**config.mk**
```make
export PLATFORM = sky130hd
export DESIGN_NAME = rog_ram
export DESIGN_NICKNAME = d
export VERILOG_FILES = /design/src/rtl/rog_ram.sv
export SDC_FILE = /design/constraint.sdc
export NUM_CORES = 1
export LEC_CHECK = 0
export BUFFER_PORTS_ARGS = -buffer_cell sky130_fd_sc_hd__buf_2
export CAP_MARGIN = 0
export CORE_MARGIN = 2
export CORE_UTILIZATION = 25
export DETAILED_ROUTE_END_ITERATION = 12
export GPL_TIMING_DRIVEN = 0
export PLACE_DENSITY = 0.36
export SLEW_MARGIN = 40
export SYNTH_ARGS = -nofsm -noshare
export SYNTH_HDL_FRONTEND = slang
export SYNTH_SLANG_ARGS = --single-unit
```
**constraint.sdc**
```tcl
create_clock -name clk_i -period 5.2 [get_ports clk_i]
set_input_delay 0.52 -clock clk_i [delete_from_list [all_inputs] [get_ports clk_i]]
set_output_delay 0.52 -clock clk_i [all_outputs]
set_load 0.05 [all_outputs]
```
**src/rtl/rog_ram.sv**
```systemverilog
`timescale 1ns / 1ps

module rog_ram #(
  parameter int unsigned Width = 8,
  parameter int unsigned Depth = 16
) (
  input  logic                                   clk_i,
  input  logic                                   we_i,
  input  logic [(Depth > 1 ? $clog2(Depth) : 1)-1:0] waddr_i,
  input  logic [Width-1:0]                       wdata_i,
  input  logic [(Depth > 1 ? $clog2(Depth) : 1)-1:0] raddr_i,
  output logic [Width-1:0]                       rdata_o
);

  logic [Width-1:0] mem [Depth];
  logic [Width-1:0] rdata_q;

  // One write port and one registered read port.
  always_ff @(posedge clk_i) begin
    if (we_i) begin
      mem[waddr_i] <= wdata_i;
    end
    rdata_q <= mem[raddr_i];
  end

  assign rdata_o = rdata_q;

endmodule

```
==> results of run 1 <==
-- state kept, by name, summed over array words and instances, names as in the netlist --
name     flops
mem        128
rdata_o      8
-- synthesized netlist by cell type --
cell type,instances,share of area [%]
nand3b_1,2,0.29
a22oi_1,16,2.3
buf_4,1,0.15
nand2b_1,2,0.24
mux4_2,18,7.9
edfxtp_1,128,75
clkdlybuf4s25_2,3,0.58
nand2_1,9,0.66
buf_2,3,0.29
and2b_1,1,0.15
nand3_1,1,0.097
nor2_1,13,0.95
nor3_1,4,0.39
dfxtp_1,8,3.1
mux4_1,14,7.1
buf_6,3,0.66
or3b_2,1,0.17
and2_1,1,0.12
nor2b_1,1,0.12
-- metal layers --
layer / global-route usage (%) / share of wire (%)
met1: 15.8 / 48
met2: 17.4 / 47
met3: 3.33 / 3.9
met4: 4.47 / 1.3
met5: 0 / 0
-- area by class of cell --
| type | instances | area, um2 |
|---|---|---|
| clock inverters | 15 | 113 |
| flip-flops and latches | 136 | 4000 |
| plain buffers | 10 | 86.3 |
| repair buffers | 28 | 145 |
| fillers | 1970 | 14000 |
| well taps | 270 | 338 |
| clock buffers | 17 | 425 |
| multi-input cells | 83 | 1110 |
-- how the worst min path moves through the flow --
stage / to / depth (start not counted) / startpoint / slack (ns)
floorplan: mem[0][0] / 0 / wdata_i[0] / 0.62
global placement: rdata_o[3] / 3 / mem[14][3] / 0.68
detailed placement: rdata_o[3] / 3 / mem[14][3] / 0.68
CTS: mem[12][6] / 1 / wdata_i[6] / 0.50
global route: mem[4][6] / 1 / wdata_i[6] / 0.51
finish: mem[15][6] / 1 / wdata_i[6] / 0.51
-- metrics by stage --
stage / cell area (um2) / total power (uW) / setup WS (ns)
CTS: 6210 / 2500 / 3.40
finish: 6220 / 2470 / 3.42
floorplan: 5150 / 1340 / 3.19
detailed placement: 5670 / 1410 / 2.93
global placement: 5610 / 1410 / 2.44
global route: 6220 / 2550 / 3.35
-- power groups by stage --
stage | Combinational [uW] | Sequential, uW | Clock, uW
detailed placement | 155 | 1250 | 0
CTS | 155 | 1230 | 1110
global placement | 152 | 1250 | 0
floorplan | 62.2 | 1280 | 0
global route | 163 | 1230 | 1160
finish | 151 | 1230 | 1090
-- worst register-to-register path, delay by kind of cell, from the launching register on --
kind,cells,cell delay [ns]
AND/OR/NAND/NOR,1,0.10
AO/OA/AOI/OAI,1,0.40
flip-flops,1,0.36
multiplexers,1,0.56
-- logic make-up after synthesis --
kind of cell,after synthesis
DFF,136
AOI/OAI and AO/OA,16
muxes,32
buffers and inverters,10
and+or+nand+nor,35
==> impl_metrics.json, run 1 <==
{
  "antennaDiodeCount": 0,
  "grt-ovfl-total": 0,
  "antenna_found_initial": 0,
  "clk_latency_ns": 0.42,
  "seq_area_frac_synth_pct": 77.8,
  "drv_slew": 0,
  "synth_top_family_by_area": "multiplexers",
  "startpoint": "waddr_i[2]",
  "ant_nets": 0,
  "finalWirelength_mm": 11.8,
  "cp_max_fo": 6,
  "rr_worst_depth": 3,
  "cts_sinks": 136,
  "worstMarginPinSlew_ns": 0.585,
  "max_freq_mhz": 561,
  "rr_startpoint": "mem[1][2]",
  "grt_pass1_vias": 2480,
  "syn_inst": 229,
  "yosys.area_share.adder_pct": 0,
  "p_switching_uw": 550,
  "hold_viol": 0,
  "die_h_um": 147,
  "finalSetupViolCount": 0,
  "critPathLaunchType": "input port",
  "crit_buf_inv": 2,
  "cts_tree": "built",
  "cp.arrival_ns": 1.91,
  "port_buffers": 24,
  "worst_setup_path_end_kind": "register",
  "final_common_cell": "edfxtp_1",
  "setup-tns-final_ns": 0,
  "drv_cap": 0,
  "finalCritPeriodShare_pct": 34.3,
  "viasPerCell": 4.30,
  "cp.required_ns": 5.33,
  "layout_common_cells": "128 x edfxtp_1, 29 x buf_2, 18 x mux4_2, 17 x clkbuf_16, 16 x a22oi_1",
  "relSlewSlack_pct": 60.9,
  "place.gp.congestion": 0.718,
  "pwr-share-comb_pct": 6.1,
  "dp_cells": 527,
  "clkPwrFrac_pct": 44.1,
  "path_clk_slew_ns": 0.06,
  "firstDrtPassIters": 4,
  "worst_path_max_delay_cell": "or3b_2",
  "criticalPathCategory": "in -> reg",
  "dieArea_um2": 21800,
  "rr_endpoint": "rdata_o[2]",
  "syn2layout_area_growth_pct": 20.8,
  "synth-seq-cells": 136,
  "synth-xor-area-share_pct": 0,
  "start_util_pct": 25.4,
  "crit_end": "mem[0][4]",
  "vias": 2405,
  "cts_hold_buf": 0,
  "grt.total_usage_pct": 11.5,
  "h-tree-depth": 4,
  "synth_area_um2": 5150,
  "post_cts_resized": 0,
  "drc": 0,
  "synth_compound_area_share_pct": 2.33,
  "core_um2": 20200,
  "wire_per_inst_um": 21.1,
  "synth_simple_gate_area_share_pct": 3.18,
  "swShare_pct": 22.3,
  "synth_nets": 247,
  "outcome": "complete, no violations",
  "p_seq_share_pct": 49.8,
  "die_w_um": 147,
  "clockBufferDepth": 2,
  "cp_cell_sequence": "buf_2 > or3b_2 > nor3_2 > buf_2",
  "cp.depth": 4,
  "synth_warnings": 0,
  "max_stage_delay_ns": 0.54,
  "utilization_pct": 30.7,
  "row_count": 52,
  "root_buffer": "clkbuf_16",
  "ios": 26,
  "period_needed_ns": 1.78,
  "p_leak_uw": 0.00202,
  "rsz0062_at_grt": "no",
  "crit_top_cell": "buf_2",
  "p_int_uw": 1920,
  "timing.hold.ws_ns": 0.507,
  "cts_made_buffers": 17,
  "dp_hpwl_mm": 7.67,
  "drive_gt1_share_pct": 35.3,
  "fin_nets": 294,
  "drt_iter0_markers": 152,
  "cp_top_family": "simple AND/OR/NAND/NOR gates",
  "grt_pass1_wl_mm": 17.0,
  "powerDensity_nw_per_um2": 397,
  "grt_max_degree": 17,
  "syn_area_per_cell_um2": 22.5,
  "muxShareOfSynthArea_pct": 15.0,
  "hold_path_class": "in -> reg",
  "cts_setup_buffers": 0,
  "finClkSkew_ns": 0.00760,
  "regToRegSetupSlack_ns": 3.66,
  "final_cells": 559,
  "irDropWorstVdd_mv": 0.221,
  "netlist-cell-type-count": 19
}
Power figures use the tool's default switching activity.
==> run 2: changes to the inputs <==
Settings changed: PLACE_DENSITY 0.36 to 0.38.
Clock period 5.2 ns to 1.55 ns, I/O delays scaled along.
==> run 2 against run 1 <==
  * Worst hold slack got worse by 0.35 ns
  * Flip-flop and latch count is the same
  * Largest power group unchanged
  * Setup slack got worse by 3.3 ns
  * Non-clock buffer count fell by 2
  * Power increased to 3.5 times the previous value
  * Sequential power grew to 3.4 times the previous value
  * Count of clock-buffer cells in the layout is 6 higher
  * Critical endpoint is now rdata_o[3]
  * Utilization rose by 0.36 points
  * Critical path depth is 1 lower
  * Final cell count fell by 0.36%
  * Register-to-register slack lost 3.6 ns
==> impl_metrics.json, run 2 (synthesis gave the netlist of run 1 again) <==
{
  "port_buffers": 24,
  "root_buffer": "clkbuf_16",
  "cts_sinks": 136,
  "final_common_cell": "edfxtp_1",
  "antennaDiodeCount": 0,
  "die_h_um": 147,
  "drv_cap": 0,
  "p_seq_share_pct": 48.2,
  "layout_common_cells": "128 x edfxtp_1, 27 x buf_2, 20 x clkbuf_16, 18 x mux4_2, 14 x mux4_1",
  "cp_cell_sequence": "mux4_1 > a22oi_1 > nand2_1",
  "ios": 26,
  "core_um2": 20200,
  "place.gp.congestion": 0.689,
  "p_int_uw": 6740,
  "powerDensity_nw_per_um2": 1360,
  "viasPerCell": 4.29,
  "stdcell_area_um2": 6290,
  "grt_max_degree": 17,
  "setup_ws_ns": 0.0898,
  "grt_pass1_wl_mm": 16.8,
  "rsz0062_at_grt": "no",
  "grt.total_usage_pct": 11.4,
  "worst_setup_path_end_kind": "register",
  "drive_gt1_share_pct": 37.3,
  "finClkSkew_ns": 0.00692,
  "p_switching_uw": 1830,
  "swShare_pct": 21.3,
  "hold_viol": 0,
  "final_cells": 557,
  "clk_latency_ns": 0.41,
  "n_fill_cell": 1954,
  "drc": 0,
  "drv_slew": 0,
  "outcome": "complete, no violations",
  "grt_pass1_vias": 2434,
  "worst_path_max_delay_cell": "mux4_1",
  "clkPwrFrac_pct": 45.8,
  "fin_nets": 292,
  "irDropWorstVdd_mv": 0.775,
  "cp.required_ns": 1.84,
  "ant_nets": 0,
  "cp.arrival_ns": 1.75,
  "pwr-share-comb_pct": 6.0,
  "worstMarginPinSlew_ns": 0.803,
  "rr_worst_depth": 3,
  "period_needed_ns": 1.46,
  "clockBufferDepth": 2,
  "crit_buf_inv": 0,
  "start_util_pct": 25.4,
  "finalSetupViolCount": 0,
  "largest_reg_flops": 128,
  "cts_tree": "built",
  "preCtsSetupSlack_ns": -0.340,
  "multi_input_area_um2": 1130,
  "hold_path_class": "in -> reg",
  "min_path_cells": 1,
  "cts_made_buffers": 17,
  "max_freq_mhz": 685,
  "cp_top_family": "multiplexers",
  "max_stage_delay_ns": 0.54,
  "dp_cells": 525,
  "drt_iter0_markers": 152,
  "cp_max_fo": 1,
  "syn2layout_area_growth_pct": 22.2,
  "wire_per_inst_um": 20.9,
  "regArea_um2": 4000,
  "vias": 2389,
  "cp.depth": 3,
  "grt-ovfl-total": 0,
  "placement.cell_area_um2": 5670,
  "die_w_um": 147,
  "row_count": 52,
  "finalCritPeriodShare_pct": 94.2,
  "relSlewSlack_pct": 46.2,
  "cts_hold_buf": 0,
  "h-tree-depth": 4,
  "setup-tns-final_ns": 0,
  "dp_hpwl_mm": 7.51,
  "criticalPathCategory": "reg -> reg",
  "dieArea_um2": 21800,
  "p_leak_uw": 0.00206,
  "top_register": "mem",
  "antenna_found_initial": 0,
  "finalWirelength_mm": 11.7,
  "path_clk_slew_ns": 0.06,
  "firstDrtPassIters": 4,
  "critPathLaunchType": "register",
  "cts_setup_buffers": 0
}
run 2: changes by cell type in the layout (fill, tap and decap cells not counted), sizes merged:
cell and delta:
buf -2, bufinv -1, clkbuf +6, clkinv -4, clkinvlp -5, inv +4
run 2: final timing paths:
path | from | endpoint | slack [ns]
max | mem[2][3] | rdata_o[3] | 0.09
min reg2reg | mem[12][3] | rdata_o[3] | 0.67
max reg2reg | mem[2][3] | rdata_o[3] | 0.09
min | wdata_i[5] | mem[4][5] | 0.16
run 2: cell type report:
type                    count  share of cell area, %
clock buffers              23                   8.61
flip-flops and latches    136                   63.6
repair buffers             26                   2.15
multi-input cells          83                   18.0
well taps                 270                   5.37
clock inverters             9                  0.855
plain buffers              10                   1.37
run 2: repair_timing:
action / CTS / global route
gates resized for setup: 1 / 3
endpoints found under the hold margin: 0 / 0
setup endpoints to repair: 1 / 4
pin swaps: 0 / 1
run 2: power groups by stage:
| stage | Combinational, uW | Clock [uW] | Sequential [uW] |
|---|---|---|---|
| final | 514 | 3920 | 4130 |
| after global routing | 558 | 4150 | 4140 |
| after CTS | 523 | 4000 | 4130 |
| after detailed placement | 520 | 0 | 4210 |
| after global placement | 510 | 0 | 4200 |
| after floorplan | 209 | 0 | 4290 |
run 2: per-layer routing:
layer / vias up / track usage (%) / share of wire (%)
met2: 71 / 17.4 / 47
met5: - / 0 / 0
li1: 1063 / - / -
met4: 0 / 3.32 / 0.97
met1: 1245 / 15.5 / 45
met3: 10 / 3.98 / 7.1
run 2: worst reg2reg max path, stage by stage (launching register included):
cell,delay (ns)
edfxtp_1,0.35
mux4_1,0.54
a22oi_1,0.36
nand2_1,0.09
run 2: metrics by stage:
stage          utilization, %  total power, uW  hold WS [ns]
6_report                 31.1             8560         0.157
5_1_grt                  31.1             8850         0.152
4_1_cts                  31.0             8650         0.147
3_5_place_dp             28.0             4730         0.589
3_3_place_gp             27.7             4710         0.581
2_1_floorplan               -             4500         0.254
==> run 3: changes to the inputs <==
Settings changed: CORE_MARGIN 2 to unset, MAX_ROUTING_LAYER set to met4.
==> run 3 against run 2 <==
  * The run now ends with negative setup slack left
  * Design area down 0.30%
  * Wire length down 1.5%
  * Non-clock buffer count unchanged
  * Clock power up 2%
  * Sequential power about the same
  * Combinational power down 0.8%
  * Flip-flop and latch count unchanged
  * Register-to-register slack worse by 0.098 ns
  * First-iteration DRC count up 22%
  * Setup slack worse by 0.098 ns
  * Final cell count up 0.18%
  * Critical endpoint is now rdata_o[0]
  * Largest cell class unchanged
==> impl_metrics.json, run 3 (synthesis gave the netlist of run 1 again) <==
{
  "drive_gt1_share_pct": 35.5,
  "cp_max_fo": 1,
  "cts_made_buffers": 17,
  "top_layer": "met4",
  "worst_path_max_delay_cell": "mux4_1",
  "viasPerCell": 4.15,
  "largest_reg_flops": 128,
  "cp.required_ns": 1.82,
  "dieArea_um2": 21200,
  "path_clk_slew_ns": 0.06,
  "regArea_um2": 4000,
  "drc": 0,
  "firstDrtPassIters": 4,
  "rr_worst_depth": 3,
  "criticalPathCategory": "reg -> reg",
  "syn2layout_area_growth_pct": 21.9,
  "hold_path_class": "in -> reg",
  "grt_pass1_wl_mm": 16.8,
  "violations": "negative setup slack",
  "core_um2": 20200,
  "ios": 26,
  "final_cells": 558,
  "die_h_um": 145,
  "finalWirelength_mm": 11.5,
  "max_freq_mhz": 642,
  "min_path_cells": 1,
  "drt_iter0_markers": 186,
  "ant_nets": 0,
  "die_w_um": 145,
  "row_count": 52,
  "clockBufferDepth": 2,
  "p_total_uw": 8630,
  "port_buffers": 24,
  "wire_per_inst_um": 20.6,
  "hold_viol": 0,
  "vias": 2315,
  "top_register": "mem",
  "cp.depth": 3,
  "cp_cell_sequence": "mux4_1 > a22oi_1 > nand2_1",
  "period_needed_ns": 1.56,
  "place.gp.congestion": 0.743,
  "multi_input_area_um2": 1120,
  "grt.total_usage_pct": 12.0,
  "drv_cap": 0,
  "critPathLaunchType": "register",
  "setup_ws_ns": -0.00847,
  "rsz0062_at_grt": "no",
  "worstMarginPinSlew_ns": 0.784,
  "cts_sinks": 136,
  "cp_top_family": "multiplexers",
  "max_stage_delay_ns": 0.53,
  "powerDensity_nw_per_um2": 1370,
  "layout_common_cells": "128 x edfxtp_1, 28 x buf_2, 18 x mux4_2, 17 x clkbuf_16",
  "final_common_cell": "edfxtp_1",
  "relSlewSlack_pct": 47.4,
  "root_buffer": "clkbuf_16",
  "outcome": "finished, violations left",
  "finalSetupViolCount": 1,
  "placement.cell_area_um2": 5670,
  "drv_slew": 0,
  "stdcell_area_um2": 6270,
  "cts_setup_buffers": 0,
  "cts_tree": "built",
  "grt-ovfl-total": 0,
  "p_leak_uw": 0.00204,
  "wl_met2_mm": 5.22,
  "timing.hold.ws_ns": 0.161,
  "h-tree-depth": 4,
  "wl_met3_um": 413,
  "antenna_found_initial": 0,
  "fin_nets": 292,
  "dp_hpwl_mm": 7.50,
  "grt_max_degree": 17,
  "worst_setup_path_end_kind": "register",
  "dp_cells": 525,
  "n_fill_cell": 1940,
  "irDropWorstVdd_mv": 0.856,
  "start_util_pct": 25.4,
  "grt_pass1_vias": 2434,
  "crit_buf_inv": 0,
  "finClkSkew_ns": 0.00792,
  "finalCritPeriodShare_pct": 101,
  "cp.arrival_ns": 1.83,
  "clk_latency_ns": 0.41,
  "cts_hold_buf": 0,
  "routedLengthMet1_mm": 5.78
}
## run 3: metrics by stage
stage	setup slack, ns	util, %	setup TNS (ns)
5_1_grt	0.0210	31.0	0
2_1_floorplan	0.129	-	0
3_3_place_gp	-0.550	27.7	-32.88
3_5_place_dp	-0.225	28.0	-6.43
6_report	-0.00847	31.0	-0.00847
4_1_cts	0.0467	31.0	0
## run 3: power breakdown
| group | leakage (uW) | internal, uW | switching [uW] |
|---|---|---|---|
| combinational | 0.000532 | 168 | 342 |
| sequential | 0.00122 | 4110 | 18.5 |
| clock | 0.000281 | 2510 | 1480 |
| total | 0.00204 | 6790 | 1840 |
## run 3: final timing paths
check | to | slack (ns) | from
max | rdata_o[0] | -0.008 | mem[2][0]
min | mem[2][6] | 0.16 | wdata_i[6]
max reg2reg | rdata_o[0] | -0.008 | mem[2][0]
min reg2reg | rdata_o[2] | 0.67 | mem[12][2]
## run 3: area by class of cell
class | instances | area share [%]
buffer | 10 | 1.38
clock buffer | 18 | 6.84
multi-input combinational | 83 | 17.9
clock inverter | 14 | 2.51
antenna | 1 | 0.0399
tap | 270 | 5.38
sequential | 136 | 63.8
timing repair buffer | 26 | 2.11
## run 3: routing by layer
metal / track usage (%) / vias up
met4: 3.47 / 0
li1: - / 1065
met5: - / -
met2: 17.4 / 50
met3: 3.67 / 6
met1: 16.2 / 1194
## run 3: timing repair
action                     4_1_cts  5_1_grt
gates cloned                     0        0
setup endpoints to repair        1        1
resized for setup                1        1
